--- config.mk ---
export PLATFORM = sky130hd
export DESIGN_NAME = pav_div
export DESIGN_NICKNAME = d
export VERILOG_FILES = /design/src/design/pav_pkg.sv /design/src/design/pav_div.sv
export SDC_FILE = /design/constraint.sdc
export NUM_CORES = 1
export LEC_CHECK = 0
export BUFFER_PORTS_ARGS = -buffer_cell sky130_fd_sc_hd__buf_2
export CORE_MARGIN = 3
export CORE_UTILIZATION = 35
export DETAILED_ROUTE_END_ITERATION = 7
export PLACE_DENSITY = 0.52
export SKIP_CTS_REPAIR_TIMING = 1
export SYNTH_ARGS = -nofsm -noshare
export SYNTH_HDL_FRONTEND = slang
export SYNTH_SLANG_ARGS = --single-unit
--- constraint.sdc ---
create_clock -name clk -period 3.3 [get_ports clk]
set_input_delay 0.165 -clock clk [delete_from_list [all_inputs] [get_ports clk]]
set_output_delay 0.165 -clock clk [all_outputs]
set_load 0.01 [all_outputs]
--- src/design/pav_pkg.sv ---
// shared types and constants for the pixel accumulate and average unit
package pav_pkg;

  localparam int CFG_W    = 9;
  localparam int COL_W    = 8;
  localparam int SAMPLE_W = 24;
  localparam int PASS_W   = 16;
  localparam int BYTE_W   = 8;
  localparam int DISP_W   = 16;
  localparam int FRAC_W   = 16;

  typedef enum logic [1:0] {
    MODE_ACCUM = 2'd0,
    MODE_SET   = 2'd1,
    MODE_PASS  = 2'd2,
    MODE_CLEAR = 2'd3
  } mode_t;

  localparam logic REG_WIDTH  = 1'b0;
  localparam logic REG_HEIGHT = 1'b1;

endpackage

--- src/design/pav_div.sv ---
// one channel: average of a sum over the pass count, clamped and scaled to 8 bits
module pav_div #(
  parameter int SUM_BITS = 40
) (
  input  logic                               clk,
  input  logic                               load,
  input  logic                               run,
  input  logic signed [SUM_BITS-1:0]         sum,
  input  logic [pav_pkg::PASS_W-1:0]         pass_count,
  output logic [pav_pkg::BYTE_W-1:0]         quot
);
  import pav_pkg::*;

  localparam int CW = SUM_BITS + 34;
  localparam int NW = 42;

  logic [CW-1:0] one_ext;
  logic [CW-1:0] sum_ext;
  logic [31:0]   s32;
  logic [NW-1:0] num;
  logic [NW-1:0] rem;
  logic [NW-1:0] dsh;
  logic          fixed;

  assign one_ext = CW'({pass_count, {FRAC_W{1'b0}}});
  assign sum_ext = CW'($unsigned(sum));
  assign s32     = sum_ext[31:0];
  // 510*s + one, the half-up rounding numerator
  assign num = (NW'(s32) << 9) - (NW'(s32) << 1) + NW'({pass_count, {FRAC_W{1'b0}}});

  always_ff @(posedge clk) begin
    if (load) begin
      rem   <= num;
      dsh   <= NW'({pass_count, {(FRAC_W + 1){1'b0}}}) << (BYTE_W - 1);
      fixed <= 1'b1;
      if (pass_count == '0) begin
        quot <= sum[SUM_BITS-1] ? '0 : '1;
      end else if (sum[SUM_BITS-1] || sum == '0) begin
        quot <= '0;
      end else if (sum_ext >= one_ext) begin
        quot <= '1;
      end else begin
        quot  <= '0;
        fixed <= 1'b0;
      end
    end else if (run && !fixed) begin
      if (rem >= dsh) begin
        rem  <= rem - dsh;
        quot <= {quot[BYTE_W-2:0], 1'b1};
      end else begin
        quot <= {quot[BYTE_W-2:0], 1'b0};
      end
      dsh <= dsh >> 1;
    end
  end

endmodule

==> results by group, run 1 <==
Floorplanning
  – Die Wd: 167 um
  – Die Ht: 167 um
  – Top Ports: 67
  – Row cnt: 58
  – Core area: 0.0253 mm2
  – Starting Density: 0.358
  – Die ar.: 0.0278 mm2

Synthesis
  – Synth area leader: edfxtp_1
  – Ranking of synthesized cells by area: edfxtp_1 22%, ha_1 14%, a21oi_1 6.1%
  – Ys flop type: edfxtp_1
  – Share of async-settable or async-resettable flops after synthesis: 0
  – Gate Count Post-Synth: 1124
  – Post-synthesis sequential area ratio: 0.276
  – Synth Register Bits: 91
  – Syn_nets: 1300
  – Number of synthesized flops with an enable pin: 67
  – Synth cell types: 67
  – Yosys Warn Count: 0
  – Top-area cell type share of the netlist area: 0.222
  – Post-Syn Area: 0.00904 mm2
  – Commonest cells in the netlist: 144 x nand2_1, 134 x inv_1, 111 x a21oi_1, 100 x ha_1, 71 x nor2_1
  – Syn_area_per_cell: 8.05 um2
  – Most common cell in the netlist: nand2_1

GRT
  – Global Route Usage Sum: 0.196
  – Initial antenna violation count: 0
  – Global-route wire length before repair: 44100 um
  – Vias in the first global route: 8174
  – Global route overflow: 0
  – Largest net degree at the start of global routing: 97

Layout
  – Area Growth Syn to Fin: 20.3%
  – Diodes inserted: 0
  – Fin nets: 1438
  – Fill cells: 2610
  – Area of the multi-input gates: 0.00595 mm2
  – Design Area, Final: 0.0109 mm2
  – Storage cell area: 0.00249 mm2
  – Final core occ: 0.431
  – Layout cells sized above 1: 0.170

Min path
  – Hold Crit Depth: 3
  – Hold Path Class: in -> reg

Timing
  – Setup violators final: 0
  – Clock Skew: 0.0214 ns
  – WHS: 0.150 ns
  – Crit share post-route: 0.952
  – Hold violation count in the final report: 0
  – Tightest Pin Transition: 0.556 ns
  – Max-slew headroom: 0.624
  – RSZ-0062 raised after global routing: no
  – F_max: 318 MHz
  – Max Slew Vio Count: 0
  – Tmin final: 3.14 ns

Detailed routing
  – DRT Pass-1 Iters: 5
  – Vias per cell: 5.26
  – Routed wire per std cell: 17.3 um
  – Final ANT Viol Nets: 0
  – Residual DRC: 0
  – WL final: 27600 um
  – DR iter-0 viols: 555
  – Via count: 8393

Setup path
  – Critical path launch point type: register
  – Worst reg2reg path depth: 14
  – Worst path required time: 3.39 ns
  – Crit end category: register
  – Worst-path maximum fanout: 11
  – CP Class: reg -> reg
  – Worst EP arrival: 3.23 ns

Clocking
  – Clock slew at reported path FFs: 0.08 ns
  – Clock sinks: 91
  – CTS Buf Count: 9
  – TritonCTS clock tree: built
  – H-Tree Depth: 3
  – Clock Latency Late Sink: 0.37 ns
  – Deepest clock path buffer count: 2
  – Clock tree root driver cell: clkbuf_16

Power and ir drop
  – LEAKAGE: 4.87 nW
  – Peak VDD IR: 0.314 mV
  – Power Dens Cells: 638 mW/mm2

Place
  – Final GP Congestion: 0.913
  – Number of port buffers: 66
  – Placed Area: 0.0104 mm2
  – Post-detail-place hpwl: 22100 um

Run status
  – Status: complete, no violations

Flow run
  – Max-Cap Viols: 0
## state kept, by name (all words and copies together), names as in the netlist
| signal | flops |
|---|---|
| rem | 42 |
| fixed | 1 |
| quot | 8 |
| dsh | 40 |
## stage by stage
step                TNS, ns  std cells  setup slack (ns)  power (mW)
floorplan                 0       1124            0.0642        4.38
global placement     -0.221       1578           -0.0992        5.71
detailed placement   -0.328       1578            -0.116        5.70
CTS                  -0.160       1594           -0.0154        6.82
global route              0       1597           0.00973        7.49
finish                    0       1597             0.158        6.95
## where the power goes
| part | internal [mW] | total [mW] | switching [mW] |
|---|---|---|---|
| sequential | 1.58 | 1.67 | 0.0911 |
| combinational | 1.81 | 4.19 | 2.38 |
| clock | 0.579 | 1.09 | 0.510 |
## cells by family after synthesis
group                    count (synthesis)  synth area share
XOR/XNOR                                60            0.0581
AO/OA/AOI/OAI                          321             0.225
flip-flops                              91             0.276
buffers and inverters                  180            0.0747
adder cells (fa/ha/maj)                117             0.176
multiplexers                             8           0.00913
AND/OR/NAND/NOR                        347             0.181
## cell type report
class | instances | share of cell area
Multi-Input combinational cell | 853 | 0.547
Sequential cell | 91 | 0.229
Timing Repair Buffer | 172 | 0.111
Inverter | 135 | 0.0466
Tap cell | 330 | 0.0379
Clock buffer | 10 | 0.0230
Clock inverter | 6 | 0.00575
## cells in the final DEF (no fill, tap or decap), drive strengths merged, types with 6 or more instances in the layout
cell      n
nor4     13
edfxtp   67
and3     14
a31oi    17
nand2   144
buf     170
o21a      8
a21oi   113
nand2b    6
o211ai    7
o31ai    24
fa       17
inv     138
dfxtp    24
o21bai    8
mux2i     6
nand3b    6
ha      100
nor2b    11
nand3    23
nand4    15
xor2     24
o21ai    59
xnor2    36
nor3     10
a211oi    8
a21o     41
nor2     71
or3      11
clkbuf   12
## path summary, 6_finish.rpt
check                  from  slack [ns]  endpoint
min reg2reg          dsh[5]        0.46    dsh[4]
max                  rem[0]        0.16   rem[11]
min          pass_count[14]        0.15   dsh[38]
max reg2reg          rem[0]        0.16   rem[11]
## critical path, cell delays in order, from the launching register on
cell and delay [ns]:
edfxtp_1 0.34, inv_1 0.04, ha_1 0.21, fa_1 0.42, nand2b_4 0.17, a21oi_2 0.16
o311ai_1 0.12, buf_4 0.17, nand3_2 0.10, a31oi_2 0.11, a21oi_1 0.17, nand2b_4 0.15
a41o_1 0.21, and2_4 0.28, clkbuf_16 0.21
## per-layer routing
layer	track usage	vias to the layer above	wire, um
met2	0.318	179	12700
li1	-	4253	-
met1	0.285	3944	13700
met5	0	-	0
met4	0.0369	0	323
met3	0.0204	17	916
(Power assumes the default switching activity.)
==> inputs of run 2 (changes only) <==
Settings changed: ABC_AREA set to 1.
==> results by group, run 2 <==
Flow run
  – Max-Cap Viols: 0

Floorplanning
  – Row cnt: 63
  – Die Wd: 182 um
  – Core area: 0.0301 mm2
  – Die Ht: 182 um
  – Top Ports: 67
  – Die ar.: 0.0331 mm2
  – Starting Density: 0.360

Setup path
  – Reg2Reg Setup Slack: 0.64 ns
  – Worst-path maximum fanout: 42
  – Worst EP arrival: 2.68 ns
  – Crit end category: register
  – Worst path required time: 3.33 ns
  – Origin of the critical flop-to-flop path: rem[19]
  – Worst reg2reg path depth: 10
  – Critical path launch point type: register
  – RR Endpoint: rem[30]
  – CP Class: reg -> reg

Layout
  – Final core occ: 0.399
  – Area Growth Syn to Fin: 10.8%
  – Most common cell after layout, fill and taps aside: nand2_1
  – Biggest register: rem
  – Max FFs per register: 42
  – Layout cells sized above 1: 0.0745
  – Fin nets: 2024
  – Most frequent cells in the layout: 552 x nand2_1, 382 x inv_1, 168 x nor2_1
  – Largest registers: rem: 42 flops, dsh: 40 flops, quot: 8 flops

Power and ir drop
  – Clock power frac: 0.182
  – Gate power share: 0.567
  – Sequential Power Share: 0.251
  – Psw: 2.99 mW
  – Internal power: 3.30 mW
  – Sw frac: 0.475
  – LEAKAGE: 6.51 nW
  – Peak VDD IR: 0.227 mV
  – Power Dens Cells: 524 mW/mm2

Detailed routing
  – Final ANT Viol Nets: 0
  – Met2 wire length: 16800 um
  – Top Metal Used: met4
  – Routed wire per std cell: 16.5 um
  – Vias per cell: 4.94
  – Via count: 11100
  – DR iter-0 viols: 895
  – WL met1: 17800 um
  – Metal3 WL: 1540 um
  – WL final: 37000 um
  – DRT Pass-1 Iters: 5
  – Residual DRC: 0

GRT
  – Global route overflow: 0
  – Vias in the first global route: 10700
  – Global Route Usage Sum: 0.223
  – Global-route wire length before repair: 57900 um
  – Largest net degree at the start of global routing: 64
  – Initial antenna violation count: 1

Clocking
  – Clock sinks: 91
  – CTS Buf Count: 9
  – H-Tree Depth: 3
  – TritonCTS clock tree: built
  – Clock tree root driver cell: clkbuf_16
  – Deepest clock path buffer count: 2
  – Clock Latency Late Sink: 0.36 ns
  – Clock slew at reported path FFs: 0.07 ns

Synthesis
  – Yosys Warn Count: 0
  – Syn_area_per_cell: 6.07 um2
  – Syn_nets: 1961
  – Ranking of synthesized cells by area: nand2_1 19%, edfxtp_1 19%, inv_1 13%
  – Number of synthesized flops with an enable pin: 67
  – Synth cell types: 39
  – Most common cell in the netlist: nand2_1
  – Commonest cells in the netlist: 552 x nand2_1, 382 x inv_1, 169 x nor2_1, 118 x nand3_1, 116 x a21oi_1
  – Gate Count Post-Synth: 1785
  – Synth area leader: nand2_1
  – Ys flop type: edfxtp_1
  – Synth Register Bits: 91
  – Top-area cell type share of the netlist area: 0.191
  – Post-Syn Area: 0.0108 mm2
  – Post-synthesis sequential area ratio: 0.230
  – Share of async-settable or async-resettable flops after synthesis: 0

Place
  – Final GP Congestion: 0.939
  – Post-detail-place hpwl: 31200 um
  – Number of port buffers: 66

Timing
  – Tmin final: 2.66 ns
  – Crit share post-route: 0.805
  – RSZ-0062 raised after global routing: no
  – Max Slew Vio Count: 0
  – Setup TNS: 0 ns
  – Tightest Pin Transition: 0.733 ns
  – F_max: 376 MHz
  – Setup violators final: 0
  – Clock Skew: 0.0133 ns
  – Hold violation count in the final report: 0
  – Max-slew headroom: 0.511

Min path
  – Hold Path Class: in -> reg
  – Hold Crit Depth: 3
  – Hold endpoint: dsh[39]
  – Hold Path Origin: pass_count[15]

Run status
  – Status: complete, no violations
[run 2: cell types whose count changed in the layout (fill, tap and decap cells not counted), moves of 14 or more]
cell     before  now
xnor2_1      36    3
o21ai_0      56   97
nand2_1     144  552
nand3_1      22  118
nor2_1       71  168
xor2_1       23    5
buf_4       101    6
a31oi_1      16    2
o31ai_1      24    0
inv_1       134  382
a21o_1       41    1
[run 2: area by class of cell]
class	instances	area, um2
antenna	1	2.50
clock buffer	14	318
clock inverter	2	18.8
fill	3402	18100
inverter	385	1450
multi-input combinational	1287	6830
sequential	91	2490
tap	390	488
timing repair buffer	74	415
[run 2: cell families (layout without fill, tap and decap cells)]
kind of cell | Yosys count | count (layout) | synth area share
other | 0 | 1 | 0
AO/OA/AOI/OAI | 236 | 236 | 0.114
flip-flops | 91 | 91 | 0.230
buffers and inverters | 407 | 475 | 0.142
AND/OR/NAND/NOR | 926 | 926 | 0.361
XOR/XNOR | 8 | 8 | 0.00647
adder cells (fa/ha/maj) | 117 | 117 | 0.147
[run 2: worst max-delay path, cell delays in order, from the launching register on]
cell and delay [ns]:
edfxtp_1 0.44, ha_1 0.42, nand2_1 0.12, nor2_1 0.27
nand2_1 0.19, nor2_1 0.13, nand3_1 0.09, nand3_1 0.10
a21oi_1 0.07, a21oi_4 0.18, buf_12 0.26
[run 2: how the worst max path moves through the flow]
| stage | slack [ns] | from | endpoint | cells past startpoint |
|---|---|---|---|---|
| finish | 0.64 | rem[19] | rem[30] | 10 |
| global route | 0.47 | dsh[9] | rem[30] | 13 |
| CTS | 0.68 | dsh[9] | rem[30] | 13 |
| detailed placement | 0.37 | sum[11] | rem[22] | 13 |
| global placement | 0.37 | sum[11] | rem[22] | 13 |
| floorplan | 0.12 | rem[0] | rem[0] | 12 |
[run 2: per-stage QoR]
stage                     worst slack, ns  power (mW)  area (um2)  hold slack, ns  cells
after floorplan                     0.118        4.07       10800           0.277   1785
after global placement              0.374        5.13       11700           0.460   2227
after detailed placement            0.371        5.13       11700           0.469   2227
after CTS                           0.680        6.29       12000           0.106   2243
after global routing                0.470        6.86       12000           0.123   2244
final                               0.643        6.29       12000           0.126   2244
[run 2: power by group through the flow]
stage,Sequential (mW),Clock (mW),Combinational [mW]
6_report,1.58,1.15,3.57
3_5_place_dp,1.60,0,3.53
3_3_place_gp,1.60,0,3.53
5_1_grt,1.59,1.22,4.05
4_1_cts,1.58,1.17,3.54
2_1_floorplan,1.58,0,2.49
[run 2: metal layers]
layer / vias to the layer above / GRT usage
met3: 48 / 0.0172
met2: 294 / 0.367
met1: 5028 / 0.314
met4: 0 / 0.0622
met5: - / 0
li1: 5726 / -
