$ cat src/design/pav_ram.sv
// generic simple dual-port ram with registered read
module pav_ram #(
  parameter int WIDTH = 8,
  parameter int DEPTH = 16,
  localparam int AW = (DEPTH > 1) ? $clog2(DEPTH) : 1
) (
  input  logic             clk,
  input  logic             we,
  input  logic [AW-1:0]    waddr,
  input  logic [WIDTH-1:0] wdata,
  input  logic             re,
  input  logic [AW-1:0]    raddr,
  output logic [WIDTH-1:0] rdata
);

  logic [WIDTH-1:0] mem [DEPTH];

  always_ff @(posedge clk) begin
    if (we) begin
      mem[waddr] <= wdata;
    end
    if (re) begin
      rdata <= mem[raddr];
    end
  end

endmodule

$ cat config.mk
export PLATFORM = sky130hd
export DESIGN_NAME = pav_ram
export DESIGN_NICKNAME = d
export VERILOG_FILES = /design/src/design/pav_ram.sv
export SDC_FILE = /design/constraint.sdc
export NUM_CORES = 1
export LEC_CHECK = 0
export BUFFER_PORTS_ARGS = -buffer_cell sky130_fd_sc_hd__buf_2
export CAP_MARGIN = 20
export CORE_ASPECT_RATIO = 0.7
export CORE_MARGIN = 5
export CORE_UTILIZATION = 50
export DETAILED_ROUTE_END_ITERATION = 7
export PLACE_DENSITY = 0.79
export SLEW_MARGIN = 20
export SYNTH_ARGS = -nofsm -noshare
export SYNTH_HDL_FRONTEND = slang
export SYNTH_SLANG_ARGS = --single-unit
$ cat constraint.sdc
create_clock -name clk -period 1.7 [get_ports clk]
set_clock_uncertainty 0.2 [all_clocks]
set_input_delay 0.17 -clock clk [delete_from_list [all_inputs] [get_ports clk]]
set_output_delay 0.17 -clock clk [all_outputs]
set_load 0.02 [all_outputs]
==> flow_summary.toml, run 1 <==
[run_status]
outcome = "complete, no violations"

[cts]
ctsHtreeMaxLevel = 4
cts_tree = "built"
clockBufferDepth = 2
numCtsBuffers = 17
clock_sinks = 136
postCtsSetupBuffers = 0
cts.clk_slew.worst_paths_ns = 0.06
clock_latency_ns = 0.41
root_buffer = "clkbuf_16"

[routing]
wire_per_inst_microns = 23.84
drc = 0
wl_microns = 10490
antenna_left = 0
drt_iter0_markers = 244
dr.pass1.iters = 5
vias = 2590
viasPerCell = 5.886

[synth]
syn_area_per_cell_sq_um = 22.83
synthMuxAreaShare = 0.1479
ys_ff_latch = 136
synth_ff_type = "edfxtp_1"
synthXorXnorAreaFrac = 0
seq_area_frac_synth = 0.7812
synth_edf_count = 136
synthCells = 229
synth_top_family_by_area = "multiplexers"
synthArstFlopShare = 0
synth_cell_types = 18
syn-num-nets = 248
synth.top_cell.area_share = 0.7812
synth-compound-area-share = 0.02298
synth_area_leaders = "edfxtp_1, mux4_2, mux4_1"
yosys.area_share.adder = 0
synth_warnings = 0
synth_top_area_cell = "edfxtp_1"
synthSimpleGateAreaFrac = 0.03135
synth_area_sq_um = 5228

[layout]
mostFrequentLayoutCells = "edfxtp_1, buf_2, mux4_2, buf_4, clkbuf_16"
final_common_cell = "edfxtp_1"
antenna_cells = 0
post-route-util = 0.6224
drive_above_1_share = 0.3474
nNetsFinal = 314
instances_no_fill = 440
area_growth_pct = 22.38

[sta]
grt_setup_unrepaired = "false"
hold_viol_final = 0
max_freq_ghz = 0.5989
period_needed_ns = 1.670
fin_crit_sh = 0.9822
finalSetupViolCount = 0
setup_ws_ns = 0.03032
slew_headroom = 0.5065
worstMarginPinSlew_ns = 0.7375
drv_slew = 0

[floorplan]
dieArea_sq_um = 12630
core.rowCount = 31
coreArea_sq_um = 10280
io_pins = 27
die_x_microns = 132.2
initial_core_util = 0.5086
chipHeight_microns = 95.55

[global_route]
grt_pass1_wl_microns = 15550
grt_usage = 0.1775
grt_max_degree = 23
grt_pass1_vias = 2612
grt_antenna_before_repair = 0
grt-ovfl-total = 0

[power]
p_leak_nw = 2.180
peakVddDrop_mv = 0.8113
powerDensity_nw_per_um2 = 1291
totalPowerFinal_w = 0.008261

[setup_path]
arrival_ns = 1.63
cp-end-kind = "register"
rr_worst_depth = 3
cp_max_fo = 1
required_ns = 1.66
critPathLaunchType = "register"
path_class = "register to register"

[placed_design]
dp_hpwl_microns = 6565
placed_cells = 399
place.gp.congestion = 0.7476
io_buffers = 26
dpl_worst_slack_ns = -0.1989

[flow_run]
max-cap-violations = 0

[min_path]
hold_class = "input port to register"
worstHoldPathCells = 3
==> sequential cells by signal, indices dropped and copies added (netlist names) <==
register / count
mem: 128
rdata: 8
==> worst max-delay path, stage by stage (launching register included) <==
cell      delay (ns)
edfxtp_1        0.37
mux4_2          0.48
a22oi_1         0.28
nand2_1         0.09
==> worst paths after layout <==
| check | to | from | slack (ns) |
|---|---|---|---|
| hold reg to reg | rdata[3]$_DFFE_PP_ | mem[10][3]$_DFFE_PP_ | 0.56 |
| setup reg to reg | rdata[7]$_DFFE_PP_ | mem[3][7]$_DFFE_PP_ | 0.03 |
| setup / recovery | rdata[7]$_DFFE_PP_ | mem[3][7]$_DFFE_PP_ | 0.03 |
| hold / removal | mem[4][3]$_DFFE_PP_ | waddr[0] | 0.12 |
==> cells by family (layout without fill, tap and decap cells) <==
| logic type | after synthesis | in the layout |
|---|---|---|
| AOI/OAI and AO/OA | 16 | 16 |
| buffers and inverters | 10 | 89 |
| and+or+nand+nor | 35 | 35 |
| DFF | 136 | 136 |
| muxes | 32 | 32 |
==> layer usage <==
metal  track usage  part of all wire
met2        0.2634              0.46
met4       0.08136             0.019
met5             0                 0
met3       0.04852             0.073
met1        0.2492              0.45
==> metrics by stage <==
step	cell area [sq um]	TNS, ns	hold slack [ns]
6_report	6397	0	0.1185
5_1_grt	6397	0	0.1298
4_1_cts	6379	0	0.09508
3_5_place_dp	5632	-1.301	0.3392
3_3_place_gp	5632	-1.224	0.3347
2_1_floorplan	5233	0	0.06887
==> cells in the mapped netlist, types with 2 or more instances <==
cell               n
a22oi_1           16
nand2_1            9
edfxtp_1         136
nor3_1             4
nand3b_1           2
mux4_1            14
buf_6              3
nor2_1            13
nand2b_1           2
mux4_2            18
buf_2              3
clkdlybuf4s25_2    3
==> final cells by class <==
cell class              count  area, sq um
flip-flops and latches    136         4084
fillers                   669         3881
multi-input cells          83         1081
clock buffers              17        425.4
repair buffers             57        410.4
clock inverters            15        231.5
well taps                 132        165.2
==> timing repair <==
action / CTS / global route
hold buffers: 9 / 0
hold endpoints to repair: 136 / 0
resized for setup: 0 / 9
setup endpoints to repair: 0 / 7
==> power by group <==
part	internal (W)	total (W)	switching (W)
Sequential	0.00378	0.00380	0.0000179
Combinational	0.000172	0.000413	0.000241
Clock	0.00273	0.00405	0.00133
(Power assumes the default switching activity.)
==> inputs of run 2 (changes only) <==
Settings changed: REMOVE_ABC_BUFFERS from default to 1.
==> run 2 against run 1 <==
Effect of this change:
- non-clock buffer count is 10 higher
- utilization fell by 0.11 points
- hold slack better by 0.0056 ns
- global-route usage grew 0.30 points
- final area fell by 0.18%
- die area unchanged
- maximum frequency rose by 0.32%
- combinational power hardly changed
- critical path type unchanged
- critical endpoint unchanged
- largest power group is now registers
- highest routed layer is now met3
==> flow_summary.toml, run 2 (synthesized netlist as in run 1, its figures left out) <==
[setup_path]
required_ns = 1.65
r2r-start = "mem[8][7]$_DFFE_PP_"
arrival_ns = 1.62
critPathLaunchType = "register"
reg2reg_slack_ns = 0.04
cp-end-kind = "register"
rr_worst_depth = 3
r2r_end = "rdata[7]$_DFFE_PP_"
path_class = "register to register"
cp_max_fo = 1

[global_route]
use_met2 = 0.2571
grt_pass1_wl_microns = 16130
grt_pass1_vias = 2743
grt-ovfl-total = 0
top_usage_layer = "met1"
use_met3 = 0.06224
grt_util_met1 = 0.2675
grt_usage = 0.1806
grt_antenna_before_repair = 0
grt_max_degree = 26

[min_path]
whs_endpoint = "mem[4][7]$_DFFE_PP_"
min-delay-start = "waddr[0]"
hold_class = "input port to register"
worstHoldPathCells = 3

[placed_design]
dp_hpwl_microns = 6946
io_buffers = 26
place.gp.congestion = 0.7952
placed_cell_area_sq_um = 5714
dpl_worst_slack_ns = -0.3022

[sta]
fin_crit_sh = 0.9791
grt_setup_unrepaired = "true"
worstMarginPinSlew_ns = 0.7341
slew_headroom = 0.5088
hold_viol_final = 0
setup_ws_ns = 0.03559
finalSetupViolCount = 0
drv_slew = 0
max_freq_ghz = 0.6008
tns_ns = 0
period_needed_ns = 1.664

[routing]
viasPerCell = 5.709
wire_per_inst_microns = 23.15
antenna_left = 0
vias = 2569
drc = 0
drt_iter0_markers = 278
dr.pass1.iters = 4
wl_microns = 10420

[power]
peakVddDrop_mv = 0.7699
powerDensity_nw_per_um2 = 1207
totalPowerFinal_w = 0.007711
p_leak_nw = 2.177

[cts]
clock_latency_ns = 0.41
clockBufferDepth = 2
clock_sinks = 136
cts_tree = "built"
ctsHtreeMaxLevel = 4
cts.clk_slew.worst_paths_ns = 0.06
numCtsBuffers = 17
root_buffer = "clkbuf_16"

[flow_run]
max-cap-violations = 0

[layout]
final_common_cell = "edfxtp_1"
largestRegisters = "mem x128, rdata x8"
post-route-util = 0.6213
nNetsFinal = 324
largest_reg_flops = 128
mostFrequentLayoutCells = "edfxtp_1, buf_4, buf_2, mux4_2, clkbuf_16"
drive_above_1_share = 0.3679
final_area_sq_um = 6386
antenna_cells = 0
area_growth_pct = 22.16
max_flop_register = "mem"

[floorplan]
initial_core_util = 0.5086
die_x_microns = 132.2
dieArea_sq_um = 12630
core.rowCount = 31
chipHeight_microns = 95.55
coreArea_sq_um = 10280
io_pins = 27

[run_status]
outcome = "complete, no violations"
-- run 2: routing by layer --
layer,wire length [microns],share of wire,up-vias
met5,0,0,-
met4,0,0,0
met2,4764,0.46,122
li1,-,-,1134
met1,4573,0.44,1313
met3,1079,0.10,0
-- run 2: layout make-up --
type,instances,area (sq um)
clock buffer,17,425.4
clock inverter,15,155.1
fill,675,3892
multi-input combinational,83,1059
sequential,136,4084
tap,132,165.2
timing repair buffer,67,498.0
-- run 2: how the worst max path moves through the flow --
stage,slack [ns],from,to
floorplan,-0.16,waddr[2],mem[0][0]$_DFFE_PP_
global placement,-0.28,raddr[0],rdata[0]$_DFFE_PP_
detailed placement,-0.30,raddr[0],rdata[6]$_DFFE_PP_
CTS,0.004,mem[11][6]$_DFFE_PP_,rdata[6]$_DFFE_PP_
global route,-0.02,mem[11][6]$_DFFE_PP_,rdata[6]$_DFFE_PP_
finish,0.04,mem[8][7]$_DFFE_PP_,rdata[7]$_DFFE_PP_
-- run 2: where the power goes --
| group | total (W) | switching, W | internal [W] |
|---|---|---|---|
| registers | 0.00380 | 0.0000192 | 0.00378 |
| logic | 0.000415 | 0.000232 | 0.000183 |
| clock network | 0.00350 | 0.00134 | 0.00215 |
-- run 2: critical path: stages (launching register included) --
cell and delay (ns):
edfxtp_1 0.38, mux4_2 0.49, a22oi_1 0.28, nand2_1 0.07
-- run 2: what timing repair did --
item                                    CTS  global route
buffers inserted                          0             0
hold buffers                              9             0
hold endpoints to repair                136             0
endpoints found under the setup margin    2             7
gates resized for setup                   3             6
-- run 2: metrics by stage --
stage               instances  hold slack (ns)
global placement          409           0.3382
CTS                       450           0.1083
floorplan                 219          0.06887
detailed placement        409           0.3449
global route              450           0.1350
finish                    450           0.1241
==> inputs of run 3 (changes only) <==
Settings changed: SETUP_SLACK_MARGIN from default to 0.4.
==> run 3 against run 2 <==
Effect of this change:
- die area unchanged
- non-clock buffer count stayed put
- hold slack better by 0.0028 ns
- register-to-register slack worse by 0.02 ns
- highest routed layer is now met4
- via count up 0.62%
==> flow_summary.toml, run 3 (synthesized netlist as in run 1, its figures left out) <==
[power]
peakVddDrop_mv = 0.7775
switching_share = 0.2074
p_int_w = 0.006140
p_clk_frac = 0.452
totalPowerFinal_w = 0.007746
pwr-share-seq = 0.491
p_leak_nw = 2.170
switchingPower_w = 0.001607
share_comb_of_total_power = 0.057
powerDensity_nw_per_um2 = 1204

[sta]
grt_setup_unrepaired = "true"
worstMarginPinSlew_ns = 0.8498
hold_ws_ns = 0.1269
drv_slew = 0
hold_viol_final = 0
finalSetupViolCount = 0
max_freq_ghz = 0.5953
period_needed_ns = 1.680
fin_crit_sh = 0.9882
slew_headroom = 0.4314
setup_ws_ns = 0.02006

[routing]
wire_per_inst_microns = 23.38
dr.pass1.iters = 5
wl_microns = 10520
vias = 2585
antenna_left = 0
viasPerCell = 5.744
drc = 0
drt_iter0_markers = 241

[placed_design]
placed_cell_area_sq_um = 5714
dp_hpwl_microns = 6946
place.gp.congestion = 0.7952
placed_cells = 409
dpl_worst_slack_ns = -0.3022
io_buffers = 26

[layout]
area_growth_pct = 23.07
final_area_sq_um = 6434
instances_no_fill = 450
drive_above_1_share = 0.3994
mostFrequentLayoutCells = "edfxtp_1, mux4_2, buf_4, buf_2, clkbuf_16"
largest_reg_flops = 128
max_flop_register = "mem"
final_common_cell = "edfxtp_1"
largestRegisters = "mem x128, rdata x8"
antenna_cells = 0
nNetsFinal = 324

[floorplan]
io_pins = 27
die_x_microns = 132.2
core.rowCount = 31
coreArea_sq_um = 10280
dieArea_sq_um = 12630
chipHeight_microns = 95.55
initial_core_util = 0.5086

[setup_path]
arrival_ns = 1.63
critPathMaxStageDelay_ns = 0.51
cp_num_buf_inv = 0
cp_max_fo = 1
r2r-start = "mem[11][6]$_DFFE_PP_"
worst_path_max_delay_cell = "mux4_2"
crit_family = "multiplexers"
cp-end-kind = "register"
r2r_end = "rdata[6]$_DFFE_PP_"
cp_cell_sequence = "mux4_2, a22oi_2, nand2_1"
path_class = "register to register"
rr_worst_depth = 3
required_ns = 1.65
critPathLaunchType = "register"
reg2reg_slack_ns = 0.02

[min_path]
hold_class = "input port to register"
whs_endpoint = "mem[4][6]$_DFFE_PP_"
worstHoldPathCells = 3
min-delay-start = "waddr[0]"

[global_route]
grt_pass1_vias = 2747
grt_pass1_wl_microns = 16260
grt_max_degree = 26
grt_antenna_before_repair = 0
grt-ovfl-total = 0
grt_usage = 0.1820

[cts]
clockBufferDepth = 2
clock_latency_ns = 0.41
numCtsBuffers = 17
clock_sinks = 136
cts.clk_slew.worst_paths_ns = 0.06
ctsHtreeMaxLevel = 4
root_buffer = "clkbuf_16"
cts_tree = "built"
postCtsSetupBuffers = 0

[run_status]
outcome = "complete, no violations"

[flow_run]
max-cap-violations = 0
## run 3: how the worst max path moves through the flow
stage	slack, ns	depth (start not counted)	endpoint	startpoint
after global placement	-0.28	5	rdata[0]$_DFFE_PP_	raddr[0]
after global routing	-0.02	3	rdata[6]$_DFFE_PP_	mem[11][6]$_DFFE_PP_
after floorplan	-0.16	2	mem[0][0]$_DFFE_PP_	waddr[2]
after CTS	0.004	3	rdata[6]$_DFFE_PP_	mem[11][6]$_DFFE_PP_
after detailed placement	-0.30	5	rdata[6]$_DFFE_PP_	raddr[0]
final	0.02	3	rdata[6]$_DFFE_PP_	mem[11][6]$_DFFE_PP_
## run 3: cell type report
class | instances | area (sq um)
clock buffer | 17 | 425.4
multi-input combinational | 83 | 1056
sequential | 136 | 4084
fill | 681 | 3845
tap | 132 | 165.2
clock inverter | 15 | 155.1
timing repair buffer | 67 | 548.0
## run 3: layer usage
metal,vias to the layer above,part of all wire,global-route usage
met4,0,0.0090,0.05085
met5,-,0,0
met3,9,0.094,0.07120
li1,1123,-,-
met2,130,0.45,0.2580
met1,1323,0.44,0.2651
## run 3: per-stage QoR
| step | setup TNS [ns] | util |
|---|---|---|
| floorplan | -1.303 | - |
| global placement | -1.826 | 0.5559 |
| detailed placement | -2.269 | 0.5559 |
| CTS | 0 | 0.6237 |
| global route | -0.02730 | 0.6259 |
| finish | 0 | 0.6259 |
## run 3: what timing repair did
item	4_1_cts	5_1_grt
endpoints found under the hold margin	136	0
setup endpoints to repair	16	24
pin swaps	8	1
gates resized for setup	23	13
hold buffers	9	0
## run 3: power groups by stage
| stage | Sequential [W] | Clock (W) | Combinational (W) |
|---|---|---|---|
| 2_1_floorplan | 0.00388 | 0 | 0.000151 |
| 3_3_place_gp | 0.00386 | 0 | 0.000381 |
| 3_5_place_dp | 0.00387 | 0 | 0.000393 |
| 4_1_cts | 0.00380 | 0.00357 | 0.000435 |
| 5_1_grt | 0.00381 | 0.00373 | 0.000475 |
| 6_report | 0.00380 | 0.00350 | 0.000442 |
## run 3: worst min-delay path: cells and delay by family
kind | cells | cell delay [ns]
buffers and inverters | 2 | 0.32
AND/OR/NAND/NOR | 1 | 0.06
